**src/rtl/u2u_pkg.sv**
```systemverilog
// Package for the UTF-8 to UCS-2 decoder: widths, character constants and
// the result descriptor passed from the decode stage to the output stage.
// No dependencies.
`default_nettype none

package u2u_pkg;

	localparam int unsigned ByteW  = 8;
	localparam int unsigned UnitW  = 16;
	localparam int unsigned CountW = 16;

	localparam logic [UnitW-1:0]  QMark        = 16'h003F;
	localparam logic [CountW-1:0] MaxUnitsRst  = 16'd255;
	localparam logic [UnitW-1:0]  MinTwoByte   = 16'h0080;
	localparam logic [UnitW-1:0]  MinThreeByte = 16'h0800;
	localparam logic [UnitW-1:0]  SurrLo       = 16'hD800;
	localparam logic [UnitW-1:0]  SurrHi       = 16'hDFFF;

	// results caused by one byte: qmark_n flush '?' units, then optionally one final result
	typedef struct packed {
		logic [1:0]        qmark_n;
		logic              has_last;
		logic [UnitW-1:0]  unit;
		logic              term;
		logic [CountW-1:0] count;
	} run_t;

endpackage

`default_nettype wire

```
**src/rtl/u2u_decode.sv**
```systemverilog
// Decode stage: holds the pending-sequence state and the per-string unit
// count, and turns one byte into a run descriptor. Depends on u2u_pkg.
`default_nettype none

module u2u_decode (
	input  wire logic                       clk,
	input  wire logic                       arst_n,
	input  wire logic                       step,
	input  wire logic [u2u_pkg::ByteW-1:0]  text_byte,
	input  wire logic [u2u_pkg::CountW-1:0] max_units,
	output u2u_pkg::run_t                   run
);
	import u2u_pkg::*;

	logic [2:0]        expected_len_q;
	logic [1:0]        held_count_q;
	logic [UnitW-1:0]  partial_point_q;
	logic [CountW-1:0] units_written_q;

	logic [2:0]        expected_len_d;
	logic [1:0]        held_count_d;
	logic [UnitW-1:0]  partial_point_d;
	logic [CountW-1:0] units_written_d;

	logic              is_cont;
	logic [1:0]        got;
	logic [UnitW-1:0]  cp;
	logic [1:0]        flush_n;
	logic              want_unit;
	logic [UnitW-1:0]  unit_val;
	logic              term;
	logic [CountW-1:0] avail;
	logic [1:0]        qmark_n;
	logic              fin;
	logic [2:0]        emitted;

	always_comb begin
		expected_len_d  = expected_len_q;
		held_count_d    = held_count_q;
		partial_point_d = partial_point_q;
		flush_n         = 2'd0;
		want_unit       = 1'b0;
		unit_val        = QMark;
		term            = 1'b0;
		is_cont         = (expected_len_q != 3'd0) && (text_byte[7:6] == 2'b10);
		got             = held_count_q + 2'd1;
		cp              = partial_point_q | {10'b0, text_byte[5:0]};

		if (is_cont) begin
			if ({1'b0, got} + 3'd1 < expected_len_q) begin
				if (expected_len_q == 3'd3)
					partial_point_d = partial_point_q | {4'b0, text_byte[5:0], 6'b0};
				held_count_d = got;
			end else begin
				want_unit = 1'b1;
				case (expected_len_q)
					3'd2: unit_val = (cp < MinTwoByte) ? QMark : cp;
					3'd3: unit_val = (cp < MinThreeByte || (cp >= SurrLo && cp <= SurrHi))
						? QMark : cp;
					default: unit_val = QMark;
				endcase
				expected_len_d  = 3'd0;
				held_count_d    = 2'd0;
				partial_point_d = '0;
			end
		end else begin
			// a pending sequence is broken: '?' for the lead and each held byte
			flush_n         = (expected_len_q != 3'd0) ? got : 2'd0;
			expected_len_d  = 3'd0;
			held_count_d    = 2'd0;
			partial_point_d = '0;
			if (text_byte == 8'h00) begin
				term = 1'b1;
			end else if (text_byte[7] == 1'b0) begin
				want_unit = 1'b1;
				unit_val  = {8'b0, text_byte};
			end else if (text_byte[7:5] == 3'b110) begin
				expected_len_d  = 3'd2;
				partial_point_d = {5'b0, text_byte[4:0], 6'b0};
			end else if (text_byte[7:4] == 4'b1110) begin
				expected_len_d  = 3'd3;
				partial_point_d = {text_byte[3:0], 12'b0};
			end else if (text_byte[7:3] == 5'b11110) begin
				expected_len_d = 3'd4;
			end else begin
				want_unit = 1'b1;
			end
		end

		// limit on units per string; the terminator is never dropped
		avail   = (max_units > units_written_q) ? (max_units - units_written_q) : '0;
		qmark_n = ({14'b0, flush_n} <= avail) ? flush_n : avail[1:0];
		fin     = want_unit && ({14'b0, flush_n} < avail);
		emitted = {1'b0, qmark_n} + {2'b0, fin};

		units_written_d = term ? '0 : units_written_q + {13'b0, emitted};

		run.qmark_n  = qmark_n;
		run.has_last = fin || term;
		run.unit     = term ? '0 : unit_val;
		run.term     = term;
		run.count    = term ? units_written_q + {14'b0, qmark_n} : '0;
	end

	always_ff @(posedge clk or negedge arst_n) begin
		if (!arst_n) begin
			expected_len_q  <= 3'd0;
			held_count_q    <= 2'd0;
			partial_point_q <= '0;
			units_written_q <= '0;
		end else if (step) begin
			expected_len_q  <= expected_len_d;
			held_count_q    <= held_count_d;
			partial_point_q <= partial_point_d;
			units_written_q <= units_written_d;
		end
	end

endmodule

`default_nettype wire

```
**src/rtl/utf8_to_ucs2_decoder.sv**
```systemverilog
// Path: byte_s1, then the output run register, to the first result on the master side.
// Throughput: one byte per cycle while each byte gives at most one result and m_tready
// is high; a byte giving several results holds the single output run register until all are taken.
// Reset: asynchronous, active low; clears the pending sequence, unit count and
// valids, and sets max_units to 255.
`default_nettype none

module utf8_to_ucs2_decoder (
	input  wire logic        clk,
	input  wire logic        arst_n,
	input  wire logic        cfg_valid,
	output logic             cfg_ready,
	input  wire logic [15:0] cfg_data,    // max_units
	input  wire logic        s_tvalid,
	output logic             s_tready,
	input  wire logic [7:0]  s_tdata,     // [7:0] text_byte
	output logic             m_tvalid,
	input  wire logic        m_tready,
	output logic [31:0]      m_tdata,     // [15:0] code_unit, [31:16] unit_count
	output logic             m_tuser,     // [0] is_terminator
	output logic             m_tlast      // last_of_run
);
	import u2u_pkg::*;

	logic [CountW-1:0] max_units_q;
	logic              byte_vld_s1;
	logic [ByteW-1:0]  byte_s1;
	run_t              dec_run;
	run_t              run_q;
	logic [1:0]        qmark_left_q;
	logic              last_pend_q;
	logic              run_done;
	logic              load;

	assign cfg_ready = 1'b1;

	always_ff @(posedge clk or negedge arst_n) begin
		if (!arst_n)
			max_units_q <= MaxUnitsRst;
		else if (cfg_valid)
			max_units_q <= cfg_data;
	end

	assign m_tvalid = (qmark_left_q != 2'd0) || last_pend_q;
	assign run_done = m_tvalid && m_tready &&
		(qmark_left_q == 2'd0 || (qmark_left_q == 2'd1 && !last_pend_q));
	assign load     = byte_vld_s1 && (!m_tvalid || run_done);
	assign s_tready = !byte_vld_s1 || load;

	always_ff @(posedge clk or negedge arst_n) begin
		if (!arst_n)
			byte_vld_s1 <= 1'b0;
		else if (s_tready)
			byte_vld_s1 <= s_tvalid;
	end

	always_ff @(posedge clk) begin
		if (s_tready && s_tvalid)
			byte_s1 <= s_tdata;
	end

	u2u_decode u_decode (
		.clk       (clk),
		.arst_n    (arst_n),
		.step      (load),
		.text_byte (byte_s1),
		.max_units (max_units_q),
		.run       (dec_run)
	);

	always_ff @(posedge clk or negedge arst_n) begin
		if (!arst_n) begin
			qmark_left_q <= 2'd0;
			last_pend_q  <= 1'b0;
		end else if (load) begin
			qmark_left_q <= dec_run.qmark_n;
			last_pend_q  <= dec_run.has_last;
		end else if (m_tvalid && m_tready) begin
			if (qmark_left_q != 2'd0)
				qmark_left_q <= qmark_left_q - 2'd1;
			else
				last_pend_q <= 1'b0;
		end
	end

	always_ff @(posedge clk) begin
		if (load)
			run_q <= dec_run;
	end

	// flush '?' items come first, the final result of the run last
	always_comb begin
		if (qmark_left_q != 2'd0) begin
			m_tdata = {16'b0, QMark};
			m_tuser = 1'b0;
			m_tlast = (qmark_left_q == 2'd1) && !last_pend_q;
		end else begin
			m_tdata = {run_q.count, run_q.unit};
			m_tuser = run_q.term;
			m_tlast = 1'b1;
		end
	end

endmodule

`default_nettype wire

```
**config.mk**
```make
export PLATFORM = sky130hd
export DESIGN_NAME = utf8_to_ucs2_decoder
export DESIGN_NICKNAME = d
export VERILOG_FILES = /design/src/rtl/u2u_pkg.sv /design/src/rtl/u2u_decode.sv /design/src/rtl/utf8_to_ucs2_decoder.sv
export SDC_FILE = /design/constraint.sdc
export NUM_CORES = 1
export LEC_CHECK = 0
export BUFFER_PORTS_ARGS = -buffer_cell sky130_fd_sc_hd__buf_2
export CAP_MARGIN = 20
export CORE_MARGIN = 2
export CORE_UTILIZATION = 47
export CTS_CLUSTER_SIZE = 40
export DETAILED_ROUTE_END_ITERATION = 12
export GPL_TIMING_DRIVEN = 1
export PLACE_DENSITY = 0.66
export SETUP_SLACK_MARGIN = 0.5
export SYNTH_ARGS = -nofsm -noshare
export SYNTH_HDL_FRONTEND = slang
export SYNTH_HIERARCHICAL = 1
export SYNTH_SLANG_ARGS = --single-unit
```
**constraint.sdc**
```tcl
create_clock -name clk -period 13.03 [get_ports clk]
set_clock_uncertainty 0.2 [all_clocks]
set_input_delay 0.6515 -clock clk [delete_from_list [all_inputs] [get_ports clk]]
set_output_delay 0.6515 -clock clk [all_outputs]
set_load 0.005 [all_outputs]
```
* Word-level counts from Yosys, hierarchy flattened
Index checks and enable logic that the tools add are counted.
Cells by class: add/subtract/negate cells 7, magnitude comparators 8, eq/ne operators 10, muxes and demuxes 46, bitwise operators 2, reduce and logical (&&, ||, !) cells 27
Operators by type and width (count):
- 16-bit 2-to-1 mux | 14
- 32-bit 2-to-1 mux | 1
- 16-bit one-hot mux with 2 select lines | 1
- 3-bit 2-to-1 mux | 7
- 16-bit by 2-bit adder with 16-bit output | 1
- 16-bit by 3-bit adder with 16-bit output | 1
- 16-bit >= comparator, second input constant | 1
- 16-bit > comparator | 1
- 16-bit less-or-equal comparator, second input constant | 1
- 2-bit by 16-bit less-or-equal comparator with 1-bit output | 1
- 16-bit by 12-bit less-than comparator with 1-bit output, second input constant | 1
- 16-bit by 8-bit less-than comparator with 1-bit output, second input constant | 1
- 2-bit by 16-bit less-than comparator with 1-bit output | 1
- 2-bit 2-to-1 mux | 8
- 16-bit by 12-bit OR with 16-bit output | 1
- 16-bit by 6-bit OR with 16-bit output | 1
- 16-bit subtractor | 1
- 1-bit 2-to-1 mux | 14
- 1-bit logical AND | 8
- 8-bit zero test | 1
- 2-bit AND reduction | 4
- 7-bit 2-to-1 mux | 1
- 3-bit by 2-bit equality test with 1-bit output, second input constant | 2
- 1-bit logical OR | 6
- other kinds (16) | 21
Storage, ports and cells: flip-flop bits (word level) 98, output and inout port bits 37

* Depth between registers and ports, before layout
Gate-level depths: netlist of run 1.
depth in word-level cells 11, depth in mapped cells 27

* Hierarchy
Netlist of run 1, hierarchy kept.
By module, submodules not included:
- u2u_decode | times used 1, cells each 479, area an instance 3535.9 µm², sequential area each 775.7 µm²
- utf8_to_ucs2_decoder | times used 1, cells each 144, area an instance 2363.5 µm², sequential area each 1741.7 µm²

* Worst setup path before layout of run 1
No wires, ideal clock.
path kind reg-to-reg, start point reg max_units_q[0], end point reg run_q[12] in the netlist's numbering (data pin), setup time 266 ps, arrival time 4772 ps, data required time 12564 ps, path slack 7792 ps, stages on the path, launching flop included 25, path buffers 0, cells stage by stage dfstp_2 -> inv_1 -> ha_1 -> fa_1 -> nand2b_1 -> a21oi_2 -> o21a_1 -> a2111oi_0 -> o21ai_1 -> nand2_1 -> or2_2 -> ha_1 -> a21oi_1 -> a21oi_1 -> inv_1 -> nand4bb_1 -> mux2i_1 -> a211o_1 -> ha_1 -> inv_1 -> fa_1 -> nor3_1 -> nand3_1 -> xnor2_1 -> nor2_1
RTL lines:
- from (decl) | RTL line utf8_to_ucs2_decoder.sv:25 | logic [CountW-1:0] max_units_q;
- from (signal assigned) | RTL line utf8_to_ucs2_decoder.sv:39 | max_units_q <= MaxUnitsRst;
- from (signal assigned) | RTL line utf8_to_ucs2_decoder.sv:41 | max_units_q <= cfg_data;
- to (signal assigned) | RTL line utf8_to_ucs2_decoder.sv:88 | run_q <= dec_run;
- to (decl) | RTL line utf8_to_ucs2_decoder.sv:29 | run_t run_q;

==> results of run 1 <==
==> state kept, by name, indices dropped and copies added (netlist names) <==
name and count:
run_q 33, max_units_q 16, u_decode/units_written_q 16, u_decode/partial_point_q 10, byte_s1 8, u_decode/expected_len_q 3, qmark_left_q 2, u_decode/held_count_q 2
byte_vld_s1 1, last_pend_q 1
==> placed cells by master (no fill, tap or decap), types with 4 or more instances in the layout <==
cell,Yosys,layout
and2_1,42,42
nor4_1,6,6
nand3b_1,7,7
nor3_1,16,16
inv_1,43,43
clkbuf_16,0,9
nand4_1,9,9
edfxtp_1,41,41
a21o_1,5,5
nand2b_1,11,11
or3_1,7,7
a22o_1,10,10
ha_1,25,25
mux2_2,17,17
dfrtp_1,43,43
o21ai_1,4,4
o21ai_0,32,32
xnor2_1,24,24
o21a_1,4,4
nand3_1,22,22
buf_2,6,64
nor2b_1,5,5
a21oi_1,28,28
dfstp_2,8,8
nand2_1,54,54
a21oi_2,5,5
nor2_1,59,59
fa_1,4,4
or2b_1,4,4
==> Yosys cell counts (8+ instances only) <==
master / n / area share, %
a21oi_1: 28 / 2.4
a22o_1: 10 / 1.5
and2_1: 42 / 4.5
clkbuf_1: 12 / 0.76
dfrtp_1: 43 / 18
dfstp_2: 8 / 3.6
edfxtp_1: 41 / 21
ha_1: 25 / 5.3
inv_1: 43 / 2.7
mux2_2: 17 / 3.2
nand2_1: 54 / 3.4
nand2b_1: 11 / 1.2
nand3_1: 22 / 1.9
nand4_1: 9 / 0.95
nor2_1: 59 / 3.8
nor3_1: 16 / 1.4
o21ai_0: 32 / 2.7
xnor2_1: 24 / 3.6
==> final timing paths <==
check                                  end  slack, ns  depth (start not counted)
max                              run_q[12]       7.06                         24
min                         max_units_q[8]       0.21                          2
max reg2reg                      run_q[12]       7.06                         24
min reg2reg                qmark_left_q[1]       0.30                          2
max in group asynchronous      last_pend_q      11.98                          2
min in group clk                byte_s1[0]       0.27                          1
==> kinds of logic after synthesis <==
| logic type | count (synthesis) | share of synthesized area, % |
|---|---|---|
| multiplexers | 19 | 3.58 |
| flip-flops | 92 | 42.7 |
| XOR/XNOR | 27 | 4.01 |
| adder cells (fa/ha/maj) | 29 | 6.66 |
| buffers and inverters | 67 | 4.84 |
| other | 1 | 0.0636 |
| AO/OA/AOI/OAI | 126 | 14.8 |
| AND/OR/NAND/NOR | 262 | 23.4 |
==> critical path: stages (launching register included) <==
cell and delay [ns]:
dfstp_2 0.53, inv_1 0.04, ha_1 0.21, fa_1 0.38, nand2b_1 0.19, a21oi_2 0.22
o21a_1 0.21, a2111oi_0 0.11, o21ai_1 0.33, nand2_1 0.20, or2_2 0.32, ha_1 0.30
a21oi_1 0.10, a21oi_1 0.24, inv_1 0.09, nand4bb_1 0.19, mux2i_1 0.21, a211o_1 0.17
ha_1 0.17, inv_1 0.05, fa_1 0.43, nor3_1 0.42, nand3_1 0.16, xnor2_1 0.15
nor2_1 0.06
==> metrics by stage <==
step                hold WS [ns]  setup WS [ns]  power [uW]
CTS                        0.234           7.08        1340
detailed placement         0.284           7.12        1070
floorplan                  0.156           7.79         898
global route               0.263           6.56        1460
finish                     0.210           7.06        1350
global placement           0.267           7.43        1050
==> power groups by stage <==
stage | combinational [uW] | clock [uW] | sequential [uW]
after CTS | 601 | 278 | 465
after global placement | 586 | 0 | 467
after detailed placement | 598 | 0 | 471
final | 613 | 270 | 466
after global routing | 694 | 288 | 476
after floorplan | 448 | 0 | 450
==> metal layers <==
layer	vias up	wire, um	GRT usage, %
met4	0	146	6.75
met3	12	878	3.97
li1	2318	-	-
met5	-	0	0
met1	2210	6370	30.3
met2	168	5680	30.4
==> cell type report <==
class | instances | area share (%)
multi-input cells | 464 | 46.5
flip-flops and latches | 92 | 37.8
repair buffers | 67 | 5.45
clock buffers | 9 | 3.38
well taps | 168 | 3.16
inverters | 43 | 2.42
clock inverters | 7 | 1.31
==> summary.txt, run 1 <==
Via Count: 4708
full die area: 0.0135 sq mm
type of the worst setup path: reg2reg
GR Util All Layers: 20.5%
TritonCTS clock tree: built
Post-CTS Resized: 0
Power Density: 203 mW/mm^2
TritonRoute pass-1 iters: 5
Final Hold Viols: 0
P_leak: 0.00277 uW
H-Tree Depth: 3
P_int: 814 uW
final setup TNS: 0 ns
wirelength, routed: 13100 um
RSZ-0062 raised after global routing: false
Max VDD drop: 0.0886 mV
routability cong.: 0.848
Final min period: 5.97 ns
switching share of power: 39.7%
CTS buffer count: 9
clock network fraction of design power: 20.0%
first-pass GRT wire length: 21500 um
Mapped Cells: 623
register bit count reported by yosys: 92
Main synth FF type: dfrtp_1
Filler cells: 1114
crit-path max FO: 6
Core Area: 0.0121 sq mm
Post-layout nets: 735
Bufs on Longest Clock Path: 2
hold_buf cts: 0
synthesis warning total: 6
sequential fraction of the synthesis area: 42.7%
dpl cell area: 0.00632 sq mm
Area growth syn-to-layout: 12.9%
initial antenna violation count: 0
Slew HR: 41.4%
Post-DP HPWL: 9770 um
routed vias/inst: 5.54
post-CTS setup buffers: 0
EDFF count, synth: 41
HP Class: in2async
mapped cell area: 0.00590 sq mm
Syn Area/Cell: 9.47 sq um
DR iter-0 viols: 421
ANT cells: 0
final core occ: 55.0%
worst slew pin tran: 0.877 ns
Die X: 116 um
fmax: 167 MHz
Psw: 535 uW
status: finished clean
crit path DAT: 5.84 ns
final setup violation count: 0
Data required, critical path: 12.90 ns
largest net degree at the start of global routing: 59
r2r startpoint: max_units_q[0]
crit start category: register
Reg power frac: 34.5%
vias in the first global route: 4372
clock sinks: 92
CP Capture Type: register
Final Cycle Share: 45.8%
port bufs: 64
Root Driver: clkbuf_16
Worst Setup SP: max_units_q[0]
FP Rows: 40
final std cells w/o fill: 850
initial cell density of the core: 48.7%
Die H: 116 um
grt total ovfl: 0
Max-Cap Viols: 0
Final Slew Violations: 0
Antenna Nets Post-Route: 0
placed insts: 833
worst skew pair latency: 0.35 ns
Comb power frac: 45.5%
Net Count, Synth: 681
asr flop ratio synth: 55.4%
io pins: 66
Final Cell Area: 0.00666 sq mm
Unique masters post-synth: 74
multi-input logic area: 0.00310 sq mm
layout cells sized above 1: 18.6%
clock input transition at the sequential cells of the worst setup and hold paths: 0.07 ns
WL/cell: 15.4 um
Sequential Area: 0.00252 sq mm
DR DRC count: 0
(Power assumes the default switching activity.)
==> inputs of run 2 (changes only) <==
- clock period: 13.03 -> 6.2 ns (I/O delays scaled with it)
==> run 2 against run 1 <==
Against the previous run: routed wire length grew 4.5%; die area unchanged; global-route usage grew 0.98 points; critical path depth increased by 1; fmax rose by 12%; final cell count rose by 3.6%; hold slack worse by 0.074 ns; largest cell class unchanged; count of clock-buffer cells in the layout is 2 higher; clock power rose by 120%; worst setup slack got worse by 6.2 ns; combinational power increased by 120%; power increased by 110%.
==> summary.txt, run 2 (synthesis gave the netlist of run 1 again) <==
Sequential Area: 0.00252 sq mm (unchanged)
grt total ovfl: 0 (unchanged)
Final min period: 5.31 ns (-0.662 ns)
clock sinks: 92 (unchanged)
Die X: 116 um (unchanged)
Crit path top cell by count: inv_1
Worst path slowest cell: dfstp_2
Max VDD drop: 0.152 mV (+71%)
Die H: 116 um (unchanged)
most common cell after layout, fill and taps aside: buf_2
worst slew pin tran: 0.882 ns (+0.00490 ns)
Post-DP HPWL: 9970 um (+2.1%)
routed vias/inst: 5.55 (+0.17%)
Bufs on Longest Clock Path: 2 (unchanged)
worst hold-check slack: 0.136 ns (-0.0741 ns)
Max-Cap Viols: 0 (unchanged)
most frequent cells in the layout: 64 x buf_2, 54 x nor2_1, 53 x nand2_1
initial cell density of the core: 48.7% (unchanged)
status: finished clean
clock network fraction of design power: 20.6% (+0.6 points)
CP bufs+invs: 3 (unchanged)
routability cong.: 0.861 (+1.5%)
initial antenna violation count: 0 (unchanged)
hold path endpoint: last_pend_q
wirelength, routed: 13700 um (+4.5%)
Final Cycle Share: 85.7% (+40 points)
WL/cell: 15.5 um (+0.78%)
worst min-delay path startpoint: m_tready
first-pass GRT wire length: 22400 um (+4.4%)
Core Area: 0.0121 sq mm (unchanged)
CP Capture Type: register
vias in the first global route: 4572 (+4.6%)
Antenna Nets Post-Route: 0 (unchanged)
P_leak: 0.00292 uW (+5.4%)
P_int: 1770 uW (+120%)
Area growth syn-to-layout: 18.8%
switching share of power: 38.9% (-0.75 points)
crit path DAT: 5.33 ns (-0.51 ns)
final std cells w/o fill: 881 (+3.6%)
crit-path max FO: 5 (-1)
max reg flops: 33 (unchanged)
multi-input logic area: 0.00315 sq mm (+1.6%)
CTS buffer count: 9 (unchanged)
GR Util All Layers: 21.5% (+0.98 points)
Worst Setup Slack, final: 0.890 ns (-6.17 ns)
FP Rows: 40 (unchanged)
placed insts: 833 (unchanged)
Comb power frac: 45.5% (about the same)
worst r2r path cells: 25 (+4.2%)
largest net degree at the start of global routing: 52 (-12%)
Root Driver: clkbuf_16
io pins: 66 (unchanged)
worst skew pair latency: 0.35 ns (about the same)
Worst Setup SP: max_units_q[0]
Slew HR: 41.2% (-0.16 points)
Via Count: 4888 (+3.8%)
RSZ-0062 raised after global routing: false
DR DRC count: 0 (unchanged)
layout cells sized above 1: 19.9% (+1.3 points)
DR iter-0 viols: 433 (+2.9%)
TritonCTS clock tree: built
crit start category: register
TritonRoute pass-1 iters: 5 (unchanged)
Final Hold Viols: 0 (unchanged)
R2R Path End: u_decode/units_written_q[12]
Psw: 1130 uW (+110%)
reg-to-reg slack, setup: 0.89 ns (-6.17 ns)
Filler cells: 1052 (-5.6%)
hold path cells: 4
HP Class: in2reg
r2r startpoint: max_units_q[0]
port bufs: 64 (unchanged)
full die area: 0.0135 sq mm (unchanged)
final setup violation count: 0 (unchanged)
Post-layout nets: 766 (+4.2%)
Data required, critical path: 6.22 ns (-6.68 ns)
Power Density: 414 mW/mm^2 (+100%)
Reg power frac: 33.9% (-0.6 points)
Final Slew Violations: 0 (unchanged)
dpl ws: 0.343 ns (-6.77 ns)
fmax: 188 MHz (+12%)
max incr delay on CP: 0.53 ns (about the same)
biggest regs: run_q x33, max_units_q x16, u_decode/units_written_q x16
final setup TNS: 0 ns (unchanged)
Crit. path cell count: 25 (+4.2%)
Top reg by flops: run_q
ANT cells: 0 (unchanged)
H-Tree Depth: 3 (unchanged)
type of the worst setup path: reg2reg
Worst path top cell family by delay: adder cells
clock input transition at the sequential cells of the worst setup and hold paths: 0.06 ns (about the same)
-- run 2: timing repair --
| item | in CTS | in global routing |
|---|---|---|
| hold buffers | 26 | 0 |
| endpoints found under the setup margin | 8 | 21 |
| endpoints found under the hold margin | 68 | 0 |
| pin swaps | 1 | 6 |
| gates cloned | 0 | 0 |
| resized for setup | 1 | 12 |
| setup buffers | 1 | 4 |
-- run 2: metal layers --
layer	wire length (um)	GRT usage, %
met2	6110	32.6
met1	6400	30.7
met3	850	3.77
met4	287	8.65
met5	0	0
-- run 2: how the worst max path moves through the flow --
stage                                         endpoint
after detailed placement                     run_q[10]
final                     u_decode/units_written_q[12]
after floorplan                              run_q[12]
after global routing                         run_q[13]
after CTS                 u_decode/units_written_q[13]
after global placement                       run_q[12]
-- run 2: final cells by class --
class / instances / area share (%)
clock buffers: 11 / 3.46
flip-flops and latches: 92 / 35.9
inverters: 43 / 2.30
well taps: 168 / 3.00
clock inverters: 5 / 1.20
multi-input cells: 464 / 44.9
repair buffers: 98 / 9.25
-- run 2: power by group through the flow --
stage	clock, uW	combinational [uW]	sequential [uW]
after floorplan	0	941	946
final	598	1320	983
after detailed placement	0	1260	993
after CTS	616	1280	981
after global routing	643	1490	1000
after global placement	0	1230	982
-- run 2: metrics by stage --
step	area (sq um)	util, %	power, uW
global route	7010	57.9	3130
CTS	6920	57.1	2880
detailed placement	6320	52.2	2250
floorplan	5900	-	1890
finish	7010	57.9	2900
global placement	6320	52.2	2210
-- run 2: tightest hold or removal path, delay by kind of cell --
| family | cells | cell delay (ns) |
|---|---|---|
| buffers and inverters | 1 | 0.14 |
| and+or+nand+nor | 2 | 0.13 |
| AOI/OAI and AO/OA | 1 | 0.06 |
==> inputs of run 3 (changes only) <==
- RECOVER_POWER: not set -> 100
==> run 3 against run 2 <==
Against the previous run: the flow now finishes with violations (max-capacitance violations, max-slew violations); sequential share of layout area rose by 0.30 points; final cell count stayed put; via count decreased by 0.47%; register-to-register slack lost 0.19 ns; sequential cell count stayed put; highest routed layer unchanged.
==> summary.txt, run 3 (synthesis gave the netlist of run 1 again) <==
DR iter-0 viols: 417 (-3.7%)
Top reg by flops: run_q
CP Capture Type: register
ANT cells: 0 (unchanged)
Slew HR: -86.4% (-130 points)
clock sinks: 92 (unchanged)
crit path DAT: 5.52 ns (+0.19 ns)
crit start category: register
status: finished with violations
GR Util All Layers: 21.5% (unchanged)
biggest regs: run_q x33, max_units_q x16, u_decode/units_written_q x16
Antenna Nets Post-Route: 0 (unchanged)
fmax: 182 MHz (-3.4%)
WL/cell: 15.6 um (+0.51%)
wirelength, routed: 13700 um (+0.51%)
Max VDD drop: 0.151 mV (about the same)
full die area: 0.0135 sq mm (unchanged)
layout cells sized above 1: 16.8% (-3.1 points)
most common cell after layout, fill and taps aside: nor2_1
routed vias/inst: 5.52 (-0.47%)
Max-Cap Viols: 1 (+1)
grt total ovfl: 0 (unchanged)
Area growth syn-to-layout: 17.8%
final core occ: 57.4% (-0.49 points)
TritonCTS clock tree: built
io pins: 66 (unchanged)
total power: 2870 uW (-0.99%)
vias in the first global route: 4572 (unchanged)
final setup violation count: 0 (unchanged)
Core Area: 0.0121 sq mm (unchanged)
worst skew pair latency: 0.35 ns (about the same)
H-Tree Depth: 3 (unchanged)
Final Hold Viols: 0 (unchanged)
Post-DP HPWL: 9970 um (unchanged)
type of the worst setup path: reg2reg
Die H: 116 um (unchanged)
most frequent cells in the layout: 57 x nor2_1, 53 x nand2_1, 50 x buf_2
Final Cell Area: 0.00695 sq mm (-0.84%)
dpl cell area: 0.00632 sq mm (unchanged)
worst slew pin tran: 2.80 ns (+1.91 ns)
Final min period: 5.50 ns (+0.186 ns)
max reg flops: 33 (unchanged)
clock input transition at the sequential cells of the worst setup and hold paths: 0.06 ns (about the same)
Root Driver: clkbuf_16
Data required, critical path: 6.22 ns (about the same)
FP Rows: 40 (unchanged)
initial antenna violation count: 0 (unchanged)
final setup TNS: 0 ns (unchanged)
violated checks: max-capacitance violations, max-slew violations
Final Slew Violations: 52 (+52)
HP Class: in2reg
Bufs on Longest Clock Path: 2 (unchanged)
CTS buffer count: 9 (unchanged)
Die X: 116 um (unchanged)
Power Density: 413 mW/mm^2 (-0.15%)
Post-layout nets: 766 (unchanged)
P_leak: 0.00284 uW (-2.6%)
Final Cycle Share: 88.7% (+3.0 points)
TritonRoute pass-1 iters: 5 (unchanged)
Via Count: 4865 (-0.47%)
port bufs: 64 (unchanged)
first-pass GRT wire length: 22400 um (unchanged)
routability cong.: 0.861 (unchanged)
crit-path max FO: 5 (unchanged)
RSZ-0062 raised after global routing: false
initial cell density of the core: 48.7% (unchanged)
largest net degree at the start of global routing: 52 (unchanged)
DR DRC count: 0 (unchanged)
-- run 3: cell count changes in the layout (fill, tap and decap cells not counted), sizes merged --
| cell | before | now |
|---|---|---|
| buf | 72 | 54 |
| clkbuf | 11 | 29 |
-- run 3: path summary, 6_finish.rpt --
path / cells after the start / slack, ns / from / to
worst max-delay path: 25 / 0.70 / max_units_q[0] / u_decode/units_written_q[12]
worst min-delay path: 4 / 0.14 / m_tready / last_pend_q
worst max register to register: 25 / 0.70 / max_units_q[0] / u_decode/units_written_q[12]
worst min register to register: 1 / 0.31 / u_decode/partial_point_q[6] / u_decode/partial_point_q[6]
max in group asynchronous: 3 / 2.93 / arst_n / byte_vld_s1
min in group asynchronous: 3 / 1.29 / arst_n / max_units_q[8]
-- run 3: area by class of cell --
cell class	instances	area [sq um]
Clock buffer	11	243
Timing Repair Buffer	98	613
Clock inverter	5	83.8
Fill cell	1070	5160
Multi-Input combinational cell	464	3120
Sequential cell	92	2520
Inverter	43	161
Tap cell	168	210
-- run 3: repair_timing --
| item | 4_1_cts | 5_1_grt |
|---|---|---|
| pin swaps | 1 | 6 |
| endpoints found under the hold margin | 68 | 0 |
| buffers inserted | 1 | 4 |
| setup endpoints to repair | 8 | 21 |
| hold buffers | 26 | 0 |
| gates resized for setup | 1 | 12 |
-- run 3: worst max-delay path: stages, from the launching register on --
cell,delay [ns]
dfstp_2,0.53
inv_1,0.04
ha_1,0.21
fa_1,0.38
nand2b_1,0.21
a21oi_4,0.18
o21a_1,0.16
a2111oi_0,0.09
o21ai_0,0.29
nand2_2,0.13
or2_2,0.30
ha_1,0.31
a21oi_1,0.12
a21oi_2,0.17
inv_1,0.07
nand4bb_1,0.17
mux2i_1,0.20
a211oi_1,0.09
fa_1,0.40
inv_1,0.11
fa_1,0.30
nand3_1,0.16
nor2_2,0.23
nand3_1,0.11
xnor2_1,0.16
nor2_1,0.05
-- run 3: per-layer routing --
metal / track usage (%) / routed length [um] / vias up
li1: - / - / 2373
met1: 30.7 / 6590 / 2325
met2: 32.6 / 6140 / 144
met3: 3.77 / 724 / 23
met4: 8.65 / 264 / 0
met5: 0 / 0 / -
-- run 3: report_power, final --
part           leakage, uW  internal [uW]  switching [uW]
Sequential         0.00102            871             114
Combinational      0.00167            506             781
Clock             0.000152            366             232
Total              0.00284           1740            1130
-- run 3: per-stage QoR --
stage | setup WS (ns) | std cells | hold WS (ns)
final | 0.703 | 881 | 0.140
after global routing | 0.260 | 881 | 0.171
after CTS | 0.606 | 876 | 0.119
after detailed placement | 0.343 | 833 | 0.279
after global placement | 0.592 | 833 | 0.268
after floorplan | 0.962 | 623 | -0.186
